===== src/hdl/lrb_pkg.sv =====
// Shared types, constants and helper functions for the line-assembling receive buffer.
// Used by lrb_char_store, lrb_line_queue and line_assembling_receive_buffer.
`timescale 1ns / 1ps

package lrb_pkg;

  localparam int BUF_DEPTH        = 64;
  localparam int LINE_QUEUE_DEPTH = 16;

  localparam int BIDX_W = $clog2(BUF_DEPTH);
  localparam int QPTR_W = (LINE_QUEUE_DEPTH > 1) ? $clog2(LINE_QUEUE_DEPTH) : 1;
  localparam int QCNT_W = $clog2(LINE_QUEUE_DEPTH + 1);

  typedef logic [7:0]        byte_t;
  typedef logic [BIDX_W-1:0] bidx_t;
  typedef logic [QPTR_W-1:0] qptr_t;
  typedef logic [QCNT_W-1:0] qcnt_t;

  // Escape byte and the letters that turn it into a control code.
  localparam byte_t ESC_MARK = 8'h5b;
  localparam byte_t CHR_A    = 8'd65;
  localparam byte_t CHR_D    = 8'd68;

  localparam logic FUNC_RX   = 1'b0;
  localparam logic FUNC_READ = 1'b1;

  localparam int CFG_IDX_W = 1;
  localparam logic [CFG_IDX_W-1:0] CFG_TERM = 1'd0;
  localparam logic [CFG_IDX_W-1:0] CFG_PMIN = 1'd1;

  localparam byte_t TERM_RESET = 8'd13;
  localparam byte_t PMIN_RESET = 8'd32;

  typedef enum logic [1:0] {
    ST_IDLE,
    ST_RX_EVAL,
    ST_RD_HEAD,
    ST_RD_BYTES
  } lrb_state_t;

  typedef struct packed {
    logic empty;
    logic full;
  } lq_status_t;

  // Next ring position.
  function automatic bidx_t bidx_inc(input bidx_t i);
    return (i == bidx_t'(BUF_DEPTH - 1)) ? '0 : bidx_t'(i + 1'b1);
  endfunction

  // Number of ring positions from start up to (not including) stop.
  function automatic bidx_t bidx_dist(input bidx_t stop, input bidx_t start);
    logic [BIDX_W:0] t;
    if (stop >= start) begin
      t = {1'b0, stop} - {1'b0, start};
    end else begin
      t = {1'b0, stop} + (BIDX_W + 1)'(BUF_DEPTH) - {1'b0, start};
    end
    return t[BIDX_W-1:0];
  endfunction

endpackage


===== src/hdl/lrb_char_store.sv =====
// Byte ring store: one write port, one registered read port, per-entry valid bits.
// Depends on lrb_pkg.
`timescale 1ns / 1ps

module lrb_char_store
  import lrb_pkg::*;
(
  input  logic  clk,
  input  logic  rst_n,
  input  logic  wr_en,
  input  bidx_t wr_addr,
  input  byte_t wr_data,
  input  bidx_t rd_addr,
  output byte_t rd_data
);

  byte_t                mem [BUF_DEPTH];
  logic [BUF_DEPTH-1:0] vld_r;
  byte_t                rd_data_r;
  logic                 rd_vld_r;

  always_ff @(posedge clk) begin
    if (wr_en) begin
      mem[wr_addr] <= wr_data;
    end
    rd_data_r <= mem[rd_addr];
  end

  // Entries never written read as zero, matching the cleared state after reset.
  always_ff @(posedge clk) begin
    if (!rst_n) begin
      vld_r    <= '0;
      rd_vld_r <= 1'b0;
    end else begin
      rd_vld_r <= vld_r[rd_addr];
      if (wr_en) begin
        vld_r[wr_addr] <= 1'b1;
      end
    end
  end

  assign rd_data = rd_vld_r ? rd_data_r : '0;

endmodule


===== src/hdl/lrb_line_queue.sv =====
// FIFO of line-end positions held in a small synchronous memory.
// Depends on lrb_pkg. The head entry is read every cycle into a register.
`timescale 1ns / 1ps

module lrb_line_queue
  import lrb_pkg::*;
(
  input  logic       clk,
  input  logic       rst_n,
  input  logic       push,
  input  bidx_t      push_pos,
  input  logic       pop,
  output bidx_t      head_pos,
  output lq_status_t status
);

  bidx_t mem [LINE_QUEUE_DEPTH];
  qptr_t head_r, head_nxt;
  qptr_t tail_r, tail_nxt;
  qcnt_t cnt_r, cnt_nxt;
  bidx_t head_pos_r;
  logic  push_ok;
  logic  pop_ok;

  assign status.empty = (cnt_r == '0);
  assign status.full  = (cnt_r == qcnt_t'(LINE_QUEUE_DEPTH));

  // A marker that arrives while the queue is full is dropped.
  assign push_ok = push && !status.full;
  assign pop_ok  = pop && !status.empty;

  always_comb begin
    head_nxt = head_r;
    tail_nxt = tail_r;
    cnt_nxt  = cnt_r;
    if (push_ok) begin
      tail_nxt = (tail_r == qptr_t'(LINE_QUEUE_DEPTH - 1)) ? '0 : qptr_t'(tail_r + 1'b1);
    end
    if (pop_ok) begin
      head_nxt = (head_r == qptr_t'(LINE_QUEUE_DEPTH - 1)) ? '0 : qptr_t'(head_r + 1'b1);
    end
    if (push_ok && !pop_ok) begin
      cnt_nxt = qcnt_t'(cnt_r + 1'b1);
    end else if (pop_ok && !push_ok) begin
      cnt_nxt = qcnt_t'(cnt_r - 1'b1);
    end
  end

  always_ff @(posedge clk) begin
    if (!rst_n) begin
      head_r <= '0;
      tail_r <= '0;
      cnt_r  <= '0;
    end else begin
      head_r <= head_nxt;
      tail_r <= tail_nxt;
      cnt_r  <= cnt_nxt;
    end
  end

  always_ff @(posedge clk) begin
    if (push_ok) begin
      mem[tail_r] <= push_pos;
    end
    head_pos_r <= mem[head_r];
  end

  assign head_pos = head_pos_r;

  a_cnt_bound: assert property (@(posedge clk) disable iff (!rst_n)
    cnt_r <= qcnt_t'(LINE_QUEUE_DEPTH))
    else $error("line queue count exceeds its depth");

  a_pop_nonempty: assert property (@(posedge clk) disable iff (!rst_n)
    pop |-> !status.empty)
    else $error("line queue popped while empty");

endmodule


===== src/hdl/line_assembling_receive_buffer.sv =====
// Top level of the line-assembling receive buffer: command interface, config registers,
// control sequencer. Depends on lrb_pkg, lrb_char_store and lrb_line_queue.
// A receive transaction keeps busy high for one cycle after acceptance and gives no result.
// A read transaction of a line of n bytes keeps busy high through its head state and read-out;
// each byte passes the registered store read and the result register, one byte per cycle. An
// empty queue or an empty line gives its single result. The receiver cannot stall the results.
// Synchronous active-low reset clears all control state and the store's valid bits at once.
`timescale 1ns / 1ps

module line_assembling_receive_buffer
  import lrb_pkg::*;
(
  input  logic                 clk,
  input  logic                 rst_n,
  // Command channel.
  input  logic                 start,
  output logic                 busy,
  input  logic                 in_func,
  input  logic [7:0]           in_rx_byte,
  // Result channel.
  output logic                 out_strobe,
  output logic [7:0]           out_byte,
  output logic                 out_byte_valid,
  output logic                 out_line_last,
  output logic                 out_no_line,
  // Configuration write channel.
  input  logic                 cfg_valid,
  output logic                 cfg_ready,
  input  logic [CFG_IDX_W-1:0] cfg_index,
  input  logic [7:0]           cfg_data
);

  lrb_state_t state_r, state_nxt;
  logic       accept;

  byte_t term_r;
  byte_t pmin_r;

  byte_t sym_r, sym_nxt;
  bidx_t wr_idx_r, wr_idx_nxt;
  bidx_t prev_wr_r, prev_wr_nxt;
  bidx_t rd_idx_r, rd_idx_nxt;
  bidx_t cur_r, cur_nxt;
  bidx_t rem_r, rem_nxt;

  logic  char_wr_en;
  bidx_t char_wr_addr;
  byte_t char_wr_data;
  bidx_t char_rd_addr;
  byte_t char_rd_data;

  logic       q_push;
  logic       q_pop;
  bidx_t      q_head_pos;
  lq_status_t q_status;
  bidx_t      line_len;

  logic  strobe_r, strobe_nxt;
  byte_t byte_r, byte_nxt;
  logic  valid_r, valid_nxt;
  logic  last_r, last_nxt;
  logic  none_r, none_nxt;

  assign busy   = (state_r != ST_IDLE);
  assign accept = start && !busy;

  // Configuration registers are always writable; the environment must write them only while
  // the block is idle. The block itself does not enforce this.
  assign cfg_ready = 1'b1;

  always_ff @(posedge clk) begin
    if (!rst_n) begin
      term_r <= TERM_RESET;
      pmin_r <= PMIN_RESET;
    end else if (cfg_valid && cfg_ready) begin
      case (cfg_index)
        CFG_TERM: term_r <= cfg_data;
        CFG_PMIN: pmin_r <= cfg_data;
        default: begin
        end
      endcase
    end
  end

  lrb_char_store u_char_store (
    .clk     (clk),
    .rst_n   (rst_n),
    .wr_en   (char_wr_en),
    .wr_addr (char_wr_addr),
    .wr_data (char_wr_data),
    .rd_addr (char_rd_addr),
    .rd_data (char_rd_data)
  );

  lrb_line_queue u_line_queue (
    .clk      (clk),
    .rst_n    (rst_n),
    .push     (q_push),
    .push_pos (wr_idx_r),
    .pop      (q_pop),
    .head_pos (q_head_pos),
    .status   (q_status)
  );

  // Length of the oldest queued line, measured from the current read position.
  assign line_len = bidx_dist(q_head_pos, rd_idx_r);

  // Next state.
  always_comb begin
    state_nxt = state_r;
    case (state_r)
      ST_IDLE: begin
        if (accept) begin
          state_nxt = (in_func == FUNC_READ) ? ST_RD_HEAD : ST_RX_EVAL;
        end
      end
      ST_RX_EVAL: begin
        state_nxt = ST_IDLE;
      end
      ST_RD_HEAD: begin
        if (q_status.empty || line_len == '0) begin
          state_nxt = ST_IDLE;
        end else begin
          state_nxt = ST_RD_BYTES;
        end
      end
      ST_RD_BYTES: begin
        if (rem_r == bidx_t'(1)) begin
          state_nxt = ST_IDLE;
        end
      end
      default: begin
        state_nxt = ST_IDLE;
      end
    endcase
  end

  // Datapath and memory control. The store is read in the cycle before the data is used:
  // in idle the byte at the last stored position is fetched for the escape check, and during
  // read-out the fetch runs one position ahead of the byte being sent.
  always_comb begin
    sym_nxt      = sym_r;
    wr_idx_nxt   = wr_idx_r;
    prev_wr_nxt  = prev_wr_r;
    rd_idx_nxt   = rd_idx_r;
    cur_nxt      = cur_r;
    rem_nxt      = rem_r;
    char_wr_en   = 1'b0;
    char_wr_addr = wr_idx_r;
    char_wr_data = sym_r;
    char_rd_addr = prev_wr_r;
    q_push       = 1'b0;
    q_pop        = 1'b0;
    strobe_nxt   = 1'b0;
    byte_nxt     = '0;
    valid_nxt    = 1'b0;
    last_nxt     = 1'b0;
    none_nxt     = 1'b0;
    case (state_r)
      ST_IDLE: begin
        if (accept) begin
          sym_nxt = in_rx_byte;
        end
      end
      ST_RX_EVAL: begin
        // The terminator check wins over the escape rule.
        if (sym_r == term_r) begin
          q_push = 1'b1;
        end else if (char_rd_data == ESC_MARK && (sym_r inside {[CHR_A:CHR_D]})) begin
          char_wr_en   = 1'b1;
          char_wr_addr = prev_wr_r;
          char_wr_data = sym_r - CHR_A;
          q_push       = 1'b1;
        end else if (sym_r >= pmin_r) begin
          char_wr_en  = 1'b1;
          prev_wr_nxt = wr_idx_r;
          wr_idx_nxt  = bidx_inc(wr_idx_r);
        end
      end
      ST_RD_HEAD: begin
        char_rd_addr = rd_idx_r;
        if (q_status.empty) begin
          strobe_nxt = 1'b1;
          last_nxt   = 1'b1;
          none_nxt   = 1'b1;
        end else begin
          q_pop      = 1'b1;
          rd_idx_nxt = q_head_pos;
          cur_nxt    = bidx_inc(rd_idx_r);
          rem_nxt    = line_len;
          if (line_len == '0) begin
            strobe_nxt = 1'b1;
            last_nxt   = 1'b1;
          end
        end
      end
      ST_RD_BYTES: begin
        char_rd_addr = cur_r;
        cur_nxt      = bidx_inc(cur_r);
        rem_nxt      = rem_r - 1'b1;
        strobe_nxt   = 1'b1;
        valid_nxt    = 1'b1;
        byte_nxt     = char_rd_data;
        last_nxt     = (rem_r == bidx_t'(1));
      end
      default: begin
      end
    endcase
  end

  always_ff @(posedge clk) begin
    if (!rst_n) begin
      state_r   <= ST_IDLE;
      wr_idx_r  <= '0;
      prev_wr_r <= '0;
      rd_idx_r  <= '0;
      cur_r     <= '0;
      rem_r     <= '0;
      strobe_r  <= 1'b0;
    end else begin
      state_r   <= state_nxt;
      wr_idx_r  <= wr_idx_nxt;
      prev_wr_r <= prev_wr_nxt;
      rd_idx_r  <= rd_idx_nxt;
      cur_r     <= cur_nxt;
      rem_r     <= rem_nxt;
      strobe_r  <= strobe_nxt;
    end
  end

  // Result payload registers and the latched receive byte.
  always_ff @(posedge clk) begin
    sym_r   <= sym_nxt;
    byte_r  <= byte_nxt;
    valid_r <= valid_nxt;
    last_r  <= last_nxt;
    none_r  <= none_nxt;
  end

  assign out_strobe     = strobe_r;
  assign out_byte       = byte_r;
  assign out_byte_valid = valid_r;
  assign out_line_last  = last_r;
  assign out_no_line    = none_r;

  a_no_line_form: assert property (@(posedge clk) disable iff (!rst_n)
    (out_strobe && out_no_line) |-> (out_line_last && !out_byte_valid))
    else $error("no-line result is not a lone final result");

  a_readout_count: assert property (@(posedge clk) disable iff (!rst_n)
    (state_r == ST_RD_BYTES) |-> (rem_r != '0))
    else $error("read-out running with no bytes left");

  a_accept_busy: assert property (@(posedge clk) disable iff (!rst_n)
    accept |=> busy)
    else $error("accepted transaction did not raise busy");

endmodule


===== config.mk =====
export PLATFORM = sky130hd
export DESIGN_NAME = line_assembling_receive_buffer
export DESIGN_NICKNAME = d
export VERILOG_FILES = /design/src/hdl/lrb_pkg.sv /design/src/hdl/lrb_char_store.sv /design/src/hdl/lrb_line_queue.sv /design/src/hdl/line_assembling_receive_buffer.sv
export SDC_FILE = /design/constraint.sdc
export NUM_CORES = 1
export LEC_CHECK = 0
export ABC_AREA = 1
export BUFFER_PORTS_ARGS = -buffer_cell sky130_fd_sc_hd__buf_2
export CAP_MARGIN = 20
export CORE_MARGIN = 3
export CORE_UTILIZATION = 30
export DETAILED_ROUTE_END_ITERATION = 12
export PLACE_DENSITY = 0.44
export SETUP_SLACK_MARGIN = 0.02
export SLEW_MARGIN = 20
export SYNTH_ARGS = -nofsm -noshare
export SYNTH_HDL_FRONTEND = slang
export SYNTH_SLANG_ARGS = --single-unit

===== constraint.sdc =====
create_clock -name clk -period 7.8 [get_ports clk]
set_input_delay 0.39 -clock clk [delete_from_list [all_inputs] [get_ports clk]]
set_output_delay 0.39 -clock clk [all_outputs]
set_load 0.1 [all_outputs]

[After elaboration in Yosys (flattened, before gate mapping)]
Memory sizes are Yosys's and may differ from the RTL's. A register that Yosys moved wholly into a read port is not among the register bits.
Cells that the tools add are included.
Operators by class
  add/sub/neg operators: 12
  magnitude comparators: 7
  equality and inequality tests: 15
  multiplexer cells: 48
  bitwise operators: 5
  reduce and logical (&&, ||, !) cells: 27
Operators by type and width (count)
  64-bit OR: 1
  6-bit 2-to-1 mux: 9
  6-bit one-hot mux with 2 select lines: 3
  8-bit 2-to-1 mux: 4
  6-bit by 1-bit adder with 6-bit output, second input constant: 4
  1-bit 2-to-1 mux: 19
  6-bit == test, second input constant: 3
  6-bit by 7-bit < comparator with 1-bit output, second input constant: 2
  2-bit AND reduction: 6
  6-bit subtractor: 2
  5-bit 2-to-1 mux: 2
  4-bit by 1-bit adder with 4-bit output, second input constant: 2
  4-bit == test, second input constant: 2
  8-bit by 7-bit == test with 1-bit output, second input constant: 1
  8-bit == test: 1
  8-bit by 7-bit greater-or-equal comparator with 1-bit output, second input constant: 1
  8-bit greater-or-equal comparator: 1
  8-bit by 7-bit <= comparator with 1-bit output, second input constant: 1
  1-bit logical AND: 8
  2-bit 2-to-1 mux: 4
  4-bit 2-to-1 mux: 2
  2-bit one-hot mux with 4 select lines: 1
  8-bit by 7-bit subtractor with 8-bit output, second input constant: 1
  1-bit binary-select mux with 6-bit select: 1
  other kinds (20): 33
Storage, ports and cells
  register bits: 146
  bits in writable memories: 608
  bits of input ports: 22
  output and inout bits: 14
  memories: 2
Memories
  u_char_store.mem: words 64, bits a word 8, read ports 1, clocked after Yosys merged registers in 1, write ports 1, RTL line lrb_char_store.sv:17  | byte_t mem [BUF_DEPTH];
  u_line_queue.mem: words 16, bits a word 6, read ports 1, clocked after Yosys merged registers in 1, write ports 1, RTL line lrb_line_queue.sv:17  | bidx_t mem [LINE_QUEUE_DEPTH];

[Longest topological paths before layout]
  depth after elaboration: 11
  depth in mapped cells: 20
  depth with buffers taken out: 19

[Cells and area by module]
A second synthesis with hierarchy kept.
Second synthesis, totals
  cell total of the unflattened synthesis: 3204
  area total of the unflattened synthesis: 32671.3 um2
By module, submodules not included
  lrb_char_store: times used 1, cells an instance 2145, area each 23730.3 um2, seq. area each 16836.1 um2
  lrb_line_queue: times used 1, cells an instance 538, area each 5137.4 um2, seq. area each 3263.1 um2
  line_assembling_receive_buffer: times used 1, cells an instance 521, area each 3803.6 um2, seq. area each 1441.4 um2

[Worst setup path after synthesis]
OpenSTA, ideal clock, no wires.
  kind: reg2reg
  start point: reg sym_r[0]
  end point: mem u_char_store.mem[0][1] in the netlist's numbering (data pin)
  setup time: 702 ps
  data arrival time: 3944 ps
  setup slack: 3154 ps
  cell stages (with the launch flop): 10
  buffers on the path: 1
  period minus slack after synthesis: 4646 ps
  cells stage by stage: edfxtp_1 > inv_1 > ha_1 > inv_1 > a21oi_1 > nand2_1 > nor2_4 > nand3_4 > buf_6 > o21ai_0
On the way
  cells in the longest elaborated chain, start to end: 6
  elaborated cells on any way between the ends: 9
RTL lines
  start, declared: RTL line line_assembling_receive_buffer.sv:39  | byte_t sym_r, sym_nxt;
  start signal, assigned: RTL line line_assembling_receive_buffer.sv:233  | sym_r <= sym_nxt;
  8-bit by 7-bit greater-or-equal comparator with 1-bit output or 8-bit by 7-bit <= comparator with 1-bit output (tied branches): RTL line line_assembling_receive_buffer.sv:169  | end else if (char_rd_data == ESC_MARK && (sym_r inside {[CHR_A:CHR_D]})) begin
  1-bit logical AND (2 in a row): RTL line line_assembling_receive_buffer.sv:169
  8-bit 2-to-1 mux: RTL line line_assembling_receive_buffer.sv:169
  8-bit 2-to-1 mux *: RTL line line_assembling_receive_buffer.sv:167  | if (sym_r == term_r) begin
  8-bit 2-to-1 mux *: RTL line line_assembling_receive_buffer.sv:159  | case (state_r)
  via char_wr_data[1]: RTL line line_assembling_receive_buffer.sv:48  | byte_t char_wr_data;
  end, declared: RTL line lrb_char_store.sv:17
Mark *: on every way through the listed nets, which the timed path passes. The rest lies on a longest branch.

[Final worst setup path]
  start point: reg state_r[1]
  end point: reg u_char_store.rd_data_r[0] (read register of u_char_store.mem)
On the way
  cells in the longest elaborated chain, start to end: 2
  elaborated cells on any way between the ends: 3
RTL lines
  start, declared: RTL line line_assembling_receive_buffer.sv:33  | lrb_state_t state_r, state_nxt;
  start signal, assigned: RTL line line_assembling_receive_buffer.sv:221  | state_r <= state_nxt;
  2-bit == test: RTL line line_assembling_receive_buffer.sv:159
  6-bit one-hot mux with 2 select lines *: RTL line line_assembling_receive_buffer.sv:159
  end, declared: RTL line lrb_char_store.sv:19  | byte_t rd_data_r;
Every way passes the cells marked *; elsewhere a longest branch is shown, timed or not.
A chain may end at the register's enable or synchronous reset.

==> impl_table.tex <==
\begin{tabular}{lr}
\hline
Metric & Value \\
\hline
\multicolumn{2}{l}{\textbf{Run status}} \\
\quad Status & completed \\
\multicolumn{2}{l}{\textbf{Power}} \\
\quad Relative contribution of the clock network to total power & 0.437 \\
\quad Combinational fraction of design power & 0.091 \\
\quad PD cells & between 200 and 300 mW/mm\^{}2 \\
\quad Net Sw Power & 2435 uW \\
\quad Relative contribution of sequential cells to total power & 0.472 \\
\quad Net switching fraction of the power & 0.2542 \\
\quad Static Leakage & roughly 0.014 uW \\
\quad Worst IR drop on VDD & 161.7 uV \\
\quad Internal & 7142 uW \\
\multicolumn{2}{l}{\textbf{Cells and area}} \\
\quad Area growth, synth to finish & 13.94\% \\
\quad Most common cell after layout, fill and taps aside & edfxtp\_1 \\
\quad Fillers & 10.85k \\
\quad Final core utilization & 0.3470 \\
\quad Register Area & 0.02154 sq mm \\
\quad Final Instance Count excl. Fillers & 4534 \\
\quad Final net count & 3111 \\
\quad Fraction of layout cells with a size suffix above 1 & 0.07476 \\
\quad Multi-input combinational cell area & 0.008855 sq mm \\
\quad Commonest non-fill, non-tap cells in the layout & edfxtp\_1, nand2\_1, inv\_1 \\
\multicolumn{2}{l}{\textbf{Drt}} \\
\quad First drt pass iteration count & 5 \\
\quad DRC violation total after the first TritonRoute iteration & 1732 \\
\quad Drt drc & 0 \\
\quad Detailed-route wire length per cell & 20.79 microns \\
\quad Residual antenna-violating net count after detailed routing & 0 \\
\quad Final wirelength & 94260 microns \\
\quad Ratio of routed vias to standard cells & 4.836 \\
\quad Via count & about 22k \\
\multicolumn{2}{l}{\textbf{Synthesis}} \\
\quad Leading register cell type out of synthesis & edfxtp\_1 \\
\quad Number of enable flip-flop cells after synthesis & 616 \\
\quad Cell taking the most area after synthesis & edfxtp\_1 \\
\quad Gate Count Post-Synth & 3057 \\
\quad Warnings, synthesis & 0 \\
\quad Mean area per synthesized cell & 10.74 sq um \\
\quad Synth area leaders & edfxtp\_1, dfxtp\_1, o211ai\_1 \\
\quad Yosys top cell area share & 0.5634 \\
\quad Post-Synthesis Cell Area & 0.03283 sq mm \\
\quad Asr flop ratio synth & 0 \\
\quad Post-synthesis sequential area ratio & 0.6561 \\
\quad Cell variety after synth & 48 \\
\quad Net count after synthesis & 3112 \\
\quad Number of synthesized register bits & $\sim$770 \\
\multicolumn{2}{l}{\textbf{STA}} \\
\quad Number of hold violations in the final report & 0 \\
\quad Fin crit share & 0.5294 \\
\quad Final critical-path required period & 4.129 ns \\
\quad Slew Viols, Final & 0 \\
\quad RSZ-0062 raised after global routing & no \\
\quad Sum of negative setup slack & 0 ns \\
\quad Remaining max-slew budget at the tightest pin & 0.3036 \\
\quad Clock Skews & 0.02288 ns \\
\quad Maximum clock frequency & 0.2422 GHz \\
\quad Worst-Margin Slew & around 1.0 ns \\
\quad Setup-failing EPs final & 0 \\
\multicolumn{2}{l}{\textbf{Min path}} \\
\quad Instance count along the most critical hold path & 5 \\
\quad Worst min-delay path class & input pin to register \\
\multicolumn{2}{l}{\textbf{Clock network}} \\
\quad H-tree depth & 3 \\
\quad Clock latency reported for the late side of the worst-skew pair & 0.65 ns \\
\quad Clk root buf & clkbuf\_16 \\
\quad Clk sink count & 768 \\
\quad TritonCTS clock tree & built \\
\quad CTS Buffer Depth & 3 \\
\quad Total clock buffers created by CTS & 87 \\
\quad CTS clock-pin slew for the worst setup and hold paths & roughly 0.060 ns \\
\multicolumn{2}{l}{\textbf{Floorplan}} \\
\quad Top-level port count & 36 \\
\quad Placement Rows & 120 \\
\quad Core Footprint & 0.1078 sq mm \\
\quad Width of the die & 336.8 microns \\
\quad Effective utilization at floorplan & 0.3046 \\
\quad Y dimension of the die & 336.8 microns \\
\quad Die area & about 0.11 sq mm \\
\multicolumn{2}{l}{\textbf{Flow run}} \\
\quad Max-capacitance violation count & 0 \\
\multicolumn{2}{l}{\textbf{Place}} \\
\quad Final estimated routing congestion in global placement & 0.7672 \\
\quad Number of buffers inserted by port buffering & 34 \\
\quad Half-perimeter wire length of the detailed placement result & 56410 microns \\
\quad Placed instance count & 4354 \\
\multicolumn{2}{l}{\textbf{Worst setup path}} \\
\quad Sequence of cells on the critical path & nand2\_1 -> inv\_1 -> a22oi\_1 -> o21a\_2 -> buf\_4 -> clkinv\_2 -> nand3\_1 -> nand3\_1 -> nand3\_1 -> nand2\_1 \\
\quad Cell occurring most often along the worst timing path & nand3\_1 \\
\quad Category of the critical setup timing path & register to register \\
\quad Kind of end point of the critical path & register \\
\quad Number of cells traversed by the worst register-to-register path & 10 \\
\quad Largest fanout of any net on the critical path & 37 \\
\quad Required time at the endpoint of the critical path & 8.34 ns \\
\quad Crit path arrival time & 4.67 ns \\
\quad Critical Path Start Type & register \\
\quad Worst path max stage delay & 0.78 ns \\
\quad Worst path slowest cell & clkinv\_2 \\
\multicolumn{2}{l}{\textbf{Global route}} \\
\quad Final global-route overflow total & 0 \\
\quad Maximum number of pins on one net before global-route repair & 220 \\
\quad Via count of the first global-routing pass & $\sim$21k \\
\quad First-pass GRT wire length & 141500 microns \\
\quad Overall track demand over capacity in global routing & 0.1658 \\
\quad Number of antenna violations at the first check in global routing & 3 \\
\hline
\end{tabular}
[power by group through the flow]
stage | registers (uW) | clock network [uW] | logic (uW)
detailed placement | 4600 | 0 | 880
global route | 4520 | 4440 | 963
global placement | 4610 | 0 | 884
CTS | 4520 | 4270 | 888
floorplan | 4580 | 0 | 552
finish | 4520 | 4180 | 875
[layout make-up]
type | instances | area share
sequential | 768 | 0.5759
clock inverter | 53 | 0.01522
antenna | 1 | 0.00006689
timing repair buffer | 74 | 0.01432
tap | 1403 | 0.04693
multi-input combinational | 1640 | 0.2367
inverter | 485 | 0.04877
clock buffer | 110 | 0.06214
[logic make-up (layout without fill, tap and decap cells)]
logic type                 after synthesis  count (layout)  share of synthesized area
and+or+nand+nor                       1065            1065                     0.1416
DFF                                    768             768                     0.6561
buffers and inverters                  649             722                    0.07709
AOI/OAI and AO/OA                      512             512                     0.1040
adders and majority gates               33              33                    0.01303
xor gates and xnor gates                19              19                   0.005068
muxes                                   10              10                   0.003049
other                                    1               2                  0.0001142
[metrics by stage]
stage          setup WS (ns)  area, sq um  power [uW]  hold slack (ns)
5_1_grt                3.302        37410        9920           0.1384
6_report               3.671        37410        9577           0.1775
3_3_place_gp           2.987        34350        5490           0.4367
4_1_cts                3.639        37410        9680           0.1278
3_5_place_dp           3.674        34350        5483           0.4409
2_1_floorplan          3.154        32830        5134           0.4299
[cells in the mapped netlist, types with 10 or more instances]
master,n
edfxtp_1,616
nand2_1,495
inv_1,475
nand3_1,338
o211ai_1,269
nor2_1,168
dfxtp_1,152
a21oi_1,108
clkbuf_1,89
o21ai_0,83
buf_2,58
ha_1,31
nand4_1,28
o32ai_1,14
buf_1,12
o221ai_1,11
mux2i_1,10
xnor2_1,10
[registers in the layout, summed over array words and instances, names as in the netlist, 2 cells and up]
| signal | cells |
|---|---|
| u_char_store.mem | 512 |
| u_line_queue.mem | 96 |
| u_char_store.vld_r | 64 |
| out_byte | 8 |
| pmin_r | 8 |
| sym_r | 8 |
| term_r | 8 |
| u_char_store.rd_data_r | 8 |
| cur_r | 6 |
| prev_wr_r | 6 |
| rd_idx_r | 6 |
| rem_r | 6 |
| u_line_queue.head_pos | 6 |
| wr_idx_r | 6 |
| u_line_queue.cnt_r | 5 |
| u_line_queue.head_r | 4 |
| u_line_queue.tail_r | 4 |
| state_r | 2 |
[worst max-delay path: cells and delay by family, from the launching register on]
family	cells	cell delay, ns
AOI/OAI and AO/OA	2	0.42
buffers and inverters	3	1.73
DFF	1	0.37
and+or+nand+nor	5	1.41
[repair_timing]
action                                 in CTS  in global routing
gates resized for setup                     0                  0
setup buffers                               0                  0
endpoints found under the hold margin      19                  0
hold buffers                               16                  0
[final timing paths]
path | start | end | slack (ns)
worst max register to register | state_r[1] | u_char_store.rd_data_r[0] | 3.67
worst min register to register | u_char_store.vld_r[14] | u_char_store.vld_r[14] | 0.45
worst max-delay path | state_r[1] | u_char_store.rd_data_r[0] | 3.67
worst min-delay path | in_func | state_r[1] | 0.18
[per-layer routing]
metal	GRT usage	up-vias	share of wire
li1	-	10620	-
met1	0.2391	10750	0.48
met2	0.2615	437	0.45
met3	0.02690	116	0.046
met4	0.03819	0	0.019
met5	0	-	0
(Power assumes the default switching activity.)
